$ cat config.mk
export PLATFORM = sky130hd
export DESIGN_NAME = rgb_to_hsv_unit
export DESIGN_NICKNAME = d
export VERILOG_FILES = /design/src/sv/r2h_pkg.sv /design/src/sv/rgb_to_hsv_unit.sv /design/src/sv/r2h_prep.sv /design/src/sv/r2h_cell.sv
export SDC_FILE = /design/constraint.sdc
export NUM_CORES = 2
export LEC_CHECK = 0
export BUFFER_PORTS_ARGS = -buffer_cell sky130_fd_sc_hd__buf_2
export CORE_MARGIN = 2
export CORE_UTILIZATION = 62
export CTS_BUF_LIST = sky130_fd_sc_hd__clkbuf_2
export DETAILED_ROUTE_END_ITERATION = 7
export MAX_ROUTING_LAYER = met4
export PLACE_DENSITY_LB_ADDON = 0.3
export SLEW_MARGIN = 10
export SYNTH_ARGS = -nofsm -noshare
export SYNTH_HDL_FRONTEND = slang
export SYNTH_SLANG_ARGS = --single-unit
$ cat constraint.sdc
create_clock -name clk_i -period 9.1 [get_ports clk_i]
set_input_delay 0.455 -clock clk_i [delete_from_list [all_inputs] [get_ports clk_i]]
set_output_delay 0.455 -clock clk_i [all_outputs]
set_load 0.005 [all_outputs]
$ cat src/sv/r2h_pkg.sv
// Shared types and constants for the RGB to HSV converter.
`default_nettype none
package r2h_pkg;

  localparam int unsigned ChanW  = 8;             // color channel width
  localparam int unsigned HueW   = 16;            // hue quotient bits, one per cell
  localparam int unsigned SatNumW = 2 * ChanW;    // d*255 dividend width
  localparam int unsigned HueRemW = 11;           // remainder below 6*d <= 1530
  localparam int unsigned NumCells = HueW;        // one quotient bit per cell
  localparam int unsigned InDataW  = 4 * ChanW;
  localparam int unsigned OutDataW = HueW + 3 * ChanW;

  // Payload handed from cell to cell: both long divisions in flight.
  typedef struct packed {
    logic [HueRemW-1:0] hue_rem;   // partial remainder of num / (6*d)
    logic [HueRemW-1:0] hue_den;   // 6*d, or 6 for a grey pixel
    logic [HueW-1:0]    hue_quo;   // quotient bits, newest in bit 0
    logic [ChanW-1:0]   sat_rem;   // partial remainder of d*255 / max
    logic [SatNumW-1:0] sat_num;   // dividend bits not yet brought down
    logic [ChanW-1:0]   sat_div;   // max, or 1 for a black pixel
    logic [ChanW-1:0]   sat_quo;   // quotient bits, newest in bit 0
    logic [ChanW-1:0]   value;
    logic [ChanW-1:0]   alpha;
  } r2h_cell_t;

endpackage
`default_nettype wire

$ cat src/sv/rgb_to_hsv_unit.sv
// Top level: streaming RGBA to HSVA converter, one pixel per clock unless the output stalls.
// Pipeline: 1 setup stage + 16 divider cells between input transaction and result.
// One pixel per cycle while not stalled; each cell yields one hue and one saturation quotient bit.
// Every stage fills when empty or when its successor moves, so bubbles close under stall.
// Reset (rst_ni low, asynchronous) clears all stage valid bits; payload is not reset.
`default_nettype none
module rgb_to_hsv_unit (
  input  wire logic                           clk_i,
  input  wire logic                           rst_ni,
  input  wire logic                           s_axis_tvalid,
  output logic                                s_axis_tready,
  // tdata, from bit 0 up: red_in[7:0], green_in[15:8], blue_in[23:16], alpha_in[31:24]
  input  wire logic [r2h_pkg::InDataW-1:0]    s_axis_tdata,
  output logic                                m_axis_tvalid,
  input  wire logic                           m_axis_tready,
  // tdata, from bit 0 up: hue_out[15:0], saturation_out[23:16], value_out[31:24],
  // alpha_out[39:32]
  output logic [r2h_pkg::OutDataW-1:0]        m_axis_tdata
);
  import r2h_pkg::*;

  // Stage handshakes: index 0 is the setup stage, index k the k-th cell.
  logic      stg_valid [NumCells+1];
  logic      stg_ready [NumCells+1];
  r2h_cell_t stg_data  [NumCells+1];

  // Setup stage: finds max/min, picks the hue sector, wraps the red-sector
  // numerator and loads both divider operands.
  r2h_prep u_prep (
    .clk_i   (clk_i),
    .rst_ni  (rst_ni),
    .valid_i (s_axis_tvalid),
    .ready_o (s_axis_tready),
    .red_i   (s_axis_tdata[ChanW-1:0]),
    .green_i (s_axis_tdata[2*ChanW-1:ChanW]),
    .blue_i  (s_axis_tdata[3*ChanW-1:2*ChanW]),
    .alpha_i (s_axis_tdata[4*ChanW-1:3*ChanW]),
    .valid_o (stg_valid[0]),
    .ready_i (stg_ready[0]),
    .data_o  (stg_data[0])
  );

  // Row of divider cells. Hue needs 16 fraction bits of num/(6d); the
  // saturation division runs alongside over the 16-bit dividend d*255
  // and only its low 8 quotient bits can be nonzero.
  for (genvar k = 0; k < NumCells; k++) begin : g_cell
    r2h_cell u_cell (
      .clk_i   (clk_i),
      .rst_ni  (rst_ni),
      .valid_i (stg_valid[k]),
      .ready_o (stg_ready[k]),
      .data_i  (stg_data[k]),
      .valid_o (stg_valid[k+1]),
      .ready_i (stg_ready[k+1]),
      .data_o  (stg_data[k+1])
    );
  end

  // Last cell register doubles as the output register.
  assign stg_ready[NumCells] = m_axis_tready;
  assign m_axis_tvalid = stg_valid[NumCells];
  assign m_axis_tdata  = {stg_data[NumCells].alpha,
                          stg_data[NumCells].value,
                          stg_data[NumCells].sat_quo,
                          stg_data[NumCells].hue_quo};

endmodule
`default_nettype wire

$ cat src/sv/r2h_prep.sv
// Front stage: max/min, sector selection and divider operand setup.
`default_nettype none
module r2h_prep (
  input  wire logic                     clk_i,
  input  wire logic                     rst_ni,
  input  wire logic                     valid_i,
  output logic                          ready_o,
  input  wire logic [r2h_pkg::ChanW-1:0] red_i,
  input  wire logic [r2h_pkg::ChanW-1:0] green_i,
  input  wire logic [r2h_pkg::ChanW-1:0] blue_i,
  input  wire logic [r2h_pkg::ChanW-1:0] alpha_i,
  output logic                          valid_o,
  input  wire logic                     ready_i,
  output r2h_pkg::r2h_cell_t            data_o
);
  import r2h_pkg::*;

  logic              valid_q;
  r2h_cell_t         data_q, data_d;
  logic              red_max, grn_max;
  logic [ChanW-1:0]  hi, lo, d;
  logic [HueRemW-1:0] d_w, six_d, num;

  always_comb begin
    red_max = (red_i >= green_i) && (red_i >= blue_i);
    grn_max = (green_i >= blue_i);
    hi = red_i;
    if (green_i > hi) hi = green_i;
    if (blue_i > hi) hi = blue_i;
    lo = red_i;
    if (green_i < lo) lo = green_i;
    if (blue_i < lo) lo = blue_i;
    d     = hi - lo;
    d_w   = {{(HueRemW-ChanW){1'b0}}, d};
    six_d = (d_w << 2) + (d_w << 1);

    // Numerator in sixths of a turn, already wrapped into [0, 6d).
    if (red_max) begin
      if (green_i >= blue_i) begin
        num = {{(HueRemW-ChanW){1'b0}}, green_i - blue_i};
      end else begin
        num = six_d - {{(HueRemW-ChanW){1'b0}}, blue_i - green_i};
      end
    end else if (grn_max) begin
      num = (d_w << 1) + {{(HueRemW-ChanW){1'b0}}, blue_i}
          - {{(HueRemW-ChanW){1'b0}}, red_i};
    end else begin
      num = (d_w << 2) + {{(HueRemW-ChanW){1'b0}}, red_i}
          - {{(HueRemW-ChanW){1'b0}}, green_i};
    end

    // Grey and black pixels: numerators are zero, so a nonzero
    // divisor keeps the quotient at zero.
    data_d.hue_rem = num;
    data_d.hue_den = (d == '0) ? HueRemW'(6) : six_d;
    data_d.hue_quo = '0;
    data_d.sat_rem = '0;
    data_d.sat_num = ({{ChanW{1'b0}}, d} << ChanW) - {{ChanW{1'b0}}, d};
    data_d.sat_div = (hi == '0) ? ChanW'(1) : hi;
    data_d.sat_quo = '0;
    data_d.value   = hi;
    data_d.alpha   = alpha_i;
  end

  assign ready_o = !valid_q || ready_i;

  always_ff @(posedge clk_i or negedge rst_ni) begin
    if (!rst_ni) begin
      valid_q <= 1'b0;
    end else if (ready_o) begin
      valid_q <= valid_i;
    end
  end

  always_ff @(posedge clk_i) begin
    if (ready_o && valid_i) begin
      data_q <= data_d;
    end
  end

  assign valid_o = valid_q;
  assign data_o  = data_q;

endmodule
`default_nettype wire

$ cat src/sv/r2h_cell.sv
// One restoring-division step for both hue and saturation quotients.
`default_nettype none
module r2h_cell (
  input  wire logic          clk_i,
  input  wire logic          rst_ni,
  input  wire logic          valid_i,
  output logic               ready_o,
  input  wire r2h_pkg::r2h_cell_t data_i,
  output logic               valid_o,
  input  wire logic          ready_i,
  output r2h_pkg::r2h_cell_t data_o
);
  import r2h_pkg::*;

  logic               valid_q;
  r2h_cell_t          data_q, data_d;
  logic [HueRemW:0]   hue_t;
  logic [ChanW:0]     sat_t;
  logic               hue_ge, sat_ge;

  always_comb begin
    data_d = data_i;
    hue_t  = {data_i.hue_rem, 1'b0};
    hue_ge = (hue_t >= {1'b0, data_i.hue_den});
    data_d.hue_rem = hue_ge ? HueRemW'(hue_t - {1'b0, data_i.hue_den})
                            : hue_t[HueRemW-1:0];
    data_d.hue_quo = {data_i.hue_quo[HueW-2:0], hue_ge};

    sat_t  = {data_i.sat_rem, data_i.sat_num[SatNumW-1]};
    sat_ge = (sat_t >= {1'b0, data_i.sat_div});
    data_d.sat_rem = sat_ge ? ChanW'(sat_t - {1'b0, data_i.sat_div})
                            : sat_t[ChanW-1:0];
    data_d.sat_num = {data_i.sat_num[SatNumW-2:0], 1'b0};
    data_d.sat_quo = {data_i.sat_quo[ChanW-2:0], sat_ge};
  end

  assign ready_o = !valid_q || ready_i;

  always_ff @(posedge clk_i or negedge rst_ni) begin
    if (!rst_ni) begin
      valid_q <= 1'b0;
    end else if (ready_o) begin
      valid_q <= valid_i;
    end
  end

  always_ff @(posedge clk_i) begin
    if (ready_o && valid_i) begin
      data_q <= data_d;
    end
  end

  assign valid_o = valid_q;
  assign data_o  = data_q;

endmodule
`default_nettype wire

==> flow_summary.yaml <==
status:
  status: "finished, final reports clean"
clocking:
  cts_buffers: 288
  cts_tree: "yes"
  cts_setup_buffers: 0
  htree_levels: 5
  clk-insertion-delay-late_ns: 1.40
  cts-root-buf: "clkbuf_2"
  clk_pin_slew_ns: 0.09
  cts_max_path_buffers: 4
  cts_sinks: 1166
  holdBufCountCts: 78
  ctsResizeCount: 0
sta:
  rsz0062_at_grt: "false"
  fin_skew_ns: 0.1376
  fin_setup_tns_ns: 0
  fin_crit_sh_pct: 81.74
  hold_viol: 0
  fmax_ghz: 0.1344
  drv_slew: 0
  finalSetupViolations: 0
  setup_ws_ns: 1.661
  tightest_slew_ns: 1.006
  max_slew_margin_pct: 32.77
  finalCriticalPeriod_ns: 7.439
detailed_routing:
  drcViolationCount: 0
  drtPass1Iterations: 6
  postRouteAntennaNets: 0
  avgRoutedWirePerCell_um: 16.74
  drt_wl_total_um: 96190
  drtIter0Drc: 1820
  vias: 31350
  vias_per_cell: 5.455
synthesis:
  synth_edf_count: 1149
  synth_nets: 4450
  ys_async_sr_fraction_pct: 1.458
  synth_compound_area_share_pct: 8.327
  synthCells: 3988
  yosysTopAreaCell: "edfxtp_1"
  synth_xor_area_share_pct: 2.714
  syn_avg_cell_area_um2: 13.52
  synth_cell_type_count: 62
  ys_warn_count: 0
  ys_seq_area_share_pct: 64.80
  netlist_top_cells_area: "edfxtp_1 (64%), ha_1 (8.9%), inv_1 (3.8%)"
  synth_top_family_by_area: "adder cells"
  synth_fa_ha_area_share_pct: 10.49
  netlist_area_um2: 53900
  synth_ff_type: "edfxtp_1"
  synth.area.mux_share_pct: 2.783
  ys_ff_latch: 1166
  yosys.area.top_type_share_pct: 64.02
  yosys.area_share.simple_pct: 6.904
finish:
  syn2layout_area_growth_pct: 9.506
  fin_nets: 4894
  drive_above_1_share_pct: 14.34
  mostFrequentLayoutCell: "edfxtp_1"
  final_cell_mix: "edfxtp_1 (1149), inv_1 (540), clkbuf_2 (398)"
grt:
  grt_pass1_wl_um: 154900
  grt_usage_pct: 22.44
  grt_max_degree: 71
  grt-ovfl-total: 0
  grt_pass1_vias: 32170
  antenna_found_initial: 1
floorplanning:
  die_x_um: 298.8
  die_h_um: 298.8
  fp-row-count: 108
  die_area_um2: 89310
  initial_core_util_pct: 62.32
  io_pins: 78
  core_um2: 86480
placed_design:
  pre_cts_ws_ns: 0.9357
  dp_hpwl_um: 67920
  io_buffers: 77
  gp_congestion: 0.9085
power:
  ir_worst_vdd_mv: 0.2290
  leakagePower_nw: 24.16
  cellPowerDensity_nw_per_um2: 336.2
setup_path:
  worst-path-max-fanout: 16
  end_kind: "flip-flop"
  timing.rr.start: "g_cell[1].u_cell.data_o[74]$_DFFE_PP_"
  worstSetupPathType: "in -> reg"
  cp_slowest_cell: "fa_1"
  r2r_setup_slack_ns: 5.25
  crit_top_cell: "a21oi_1"
  slowest_delay_ns: 0.73
  worstPathRequired_ns: 10.14
  cp.arrival_ns: 8.48
  critPathLaunchType: "input port"
  reg2reg_to: "g_cell[2].u_cell.data_o[87]$_DFFE_PP_"
  rr_worst_depth: 12
worst_hold_path:
  hold_depth: 6
  worstHoldEndpoint: "u_prep.data_o[84]$_DFFE_PP_"
  min-delay-start: "s_axis_tdata[0]"
  hold_path_class: "in -> reg"
flow_run:
  max_cap_violations: 0
==> critical path, delay by kind of cell <==
kind	cells	cell delay, ns
buffers and inverters	8	1.69
multiplexers	1	0.19
adder cells (fa/ha/maj)	6	2.35
AO/OA/AOI/OAI	12	2.03
XOR/XNOR	1	0.18
AND/OR/NAND/NOR	8	1.54
==> cell families after synthesis <==
family | count (synthesis)
AND/OR/NAND/NOR | 796
XOR/XNOR | 163
buffers and inverters | 571
adder cells (fa/ha/maj) | 426
multiplexers | 136
AO/OA/AOI/OAI | 730
flip-flops | 1166
==> area by class of cell <==
| class | count | area (µm²) |
|---|---|---|
| inverters | 541 | 2031 |
| flip-flops and latches | 1166 | 34930 |
| clock buffers | 398 | 1992 |
| repair buffers | 184 | 1384 |
| multi-input cells | 2251 | 16920 |
| fillers | 6026 | 27460 |
| diodes | 2 | 5.005 |
| well taps | 1155 | 1445 |
| clock inverters | 50 | 321.6 |
==> Yosys cell counts (all sizes together) (3+ instances only) <==
master  instances
edfxtp       1149
inv           540
ha            383
o21ai         261
nor2          249
nand2         237
a21oi         162
mux2          108
xnor2         105
a21boi         76
nor2b          71
nand4          61
xor2           56
nand2b         46
fa             43
nand3          38
a21o           37
o31ai          35
and3           28
clkbuf         28
mux2i          28
o21bai         24
and2           21
a31oi          20
nor3           20
o211ai         20
o21a           19
a211oi         18
a221oi         17
dfrtp          17
a311oi         14
nor4b           8
or2             7
a32oi           6
o31a            5
or3             4
o22ai           3
==> registers in the layout (all words and copies together) (netlist names) <==
name,flops
g_cell.u_cell.valid_o,16
u_prep.data_o,61
u_prep.valid_o,1
g_cell.u_cell.data_o,1088
==> metal layers <==
metal	up-vias	global-route usage, %	wire (µm)	share of wire [%]
li1	15450	-	-	-
met1	14940	24.28	37810	39
met2	762	40.09	51380	53
met3	202	4.784	4397	4.6
met4	0	8.893	2613	2.7
met5	-	-	0	0
==> report_power, final <==
group / total, mW / internal, mW / switching [mW] / leakage (nW)
combinational: 8.28 / 3.60 / 4.68 / 11.0
clock: 3.15 / 1.29 / 1.86 / 1.82
sequential: 8.41 / 7.85 / 0.562 / 11.4
==> stage by stage <==
step / area [µm²] / utilization [%] / power (mW) / hold WS [ns] / std cells
floorplan: 53900 / - / 14.59 / 0.1594 / 3988
finish: 59020 / 68.25 / 19.84 / 0.2386 / 5747
global route: 59020 / 68.25 / 21.29 / 0.06001 / 5747
detailed placement: 55920 / 64.66 / 16.66 / 0.4027 / 5219
CTS: 59020 / 68.24 / 19.95 / 0.03172 / 5745
global placement: 55920 / 64.66 / 16.38 / 0.3956 / 5219
==> how the worst max path moves through the flow <==
| stage | to | start | slack, ns | cells after the start |
|---|---|---|---|---|
| finish | u_prep.data_o[93]$_DFFE_PP_ | s_axis_tdata[7] | 1.66 | 36 |
| floorplan | u_prep.data_o[92]$_DFFE_PP_ | s_axis_tdata[7] | 1.06 | 36 |
| global placement | u_prep.data_o[93]$_DFFE_PP_ | s_axis_tdata[1] | 1.04 | 36 |
| CTS | u_prep.data_o[93]$_DFFE_PP_ | s_axis_tdata[7] | 1.92 | 36 |
| detailed placement | u_prep.data_o[93]$_DFFE_PP_ | s_axis_tdata[7] | 0.94 | 35 |
| global route | u_prep.data_o[93]$_DFFE_PP_ | s_axis_tdata[7] | 1.10 | 36 |
Power figures use the tool's default switching activity.
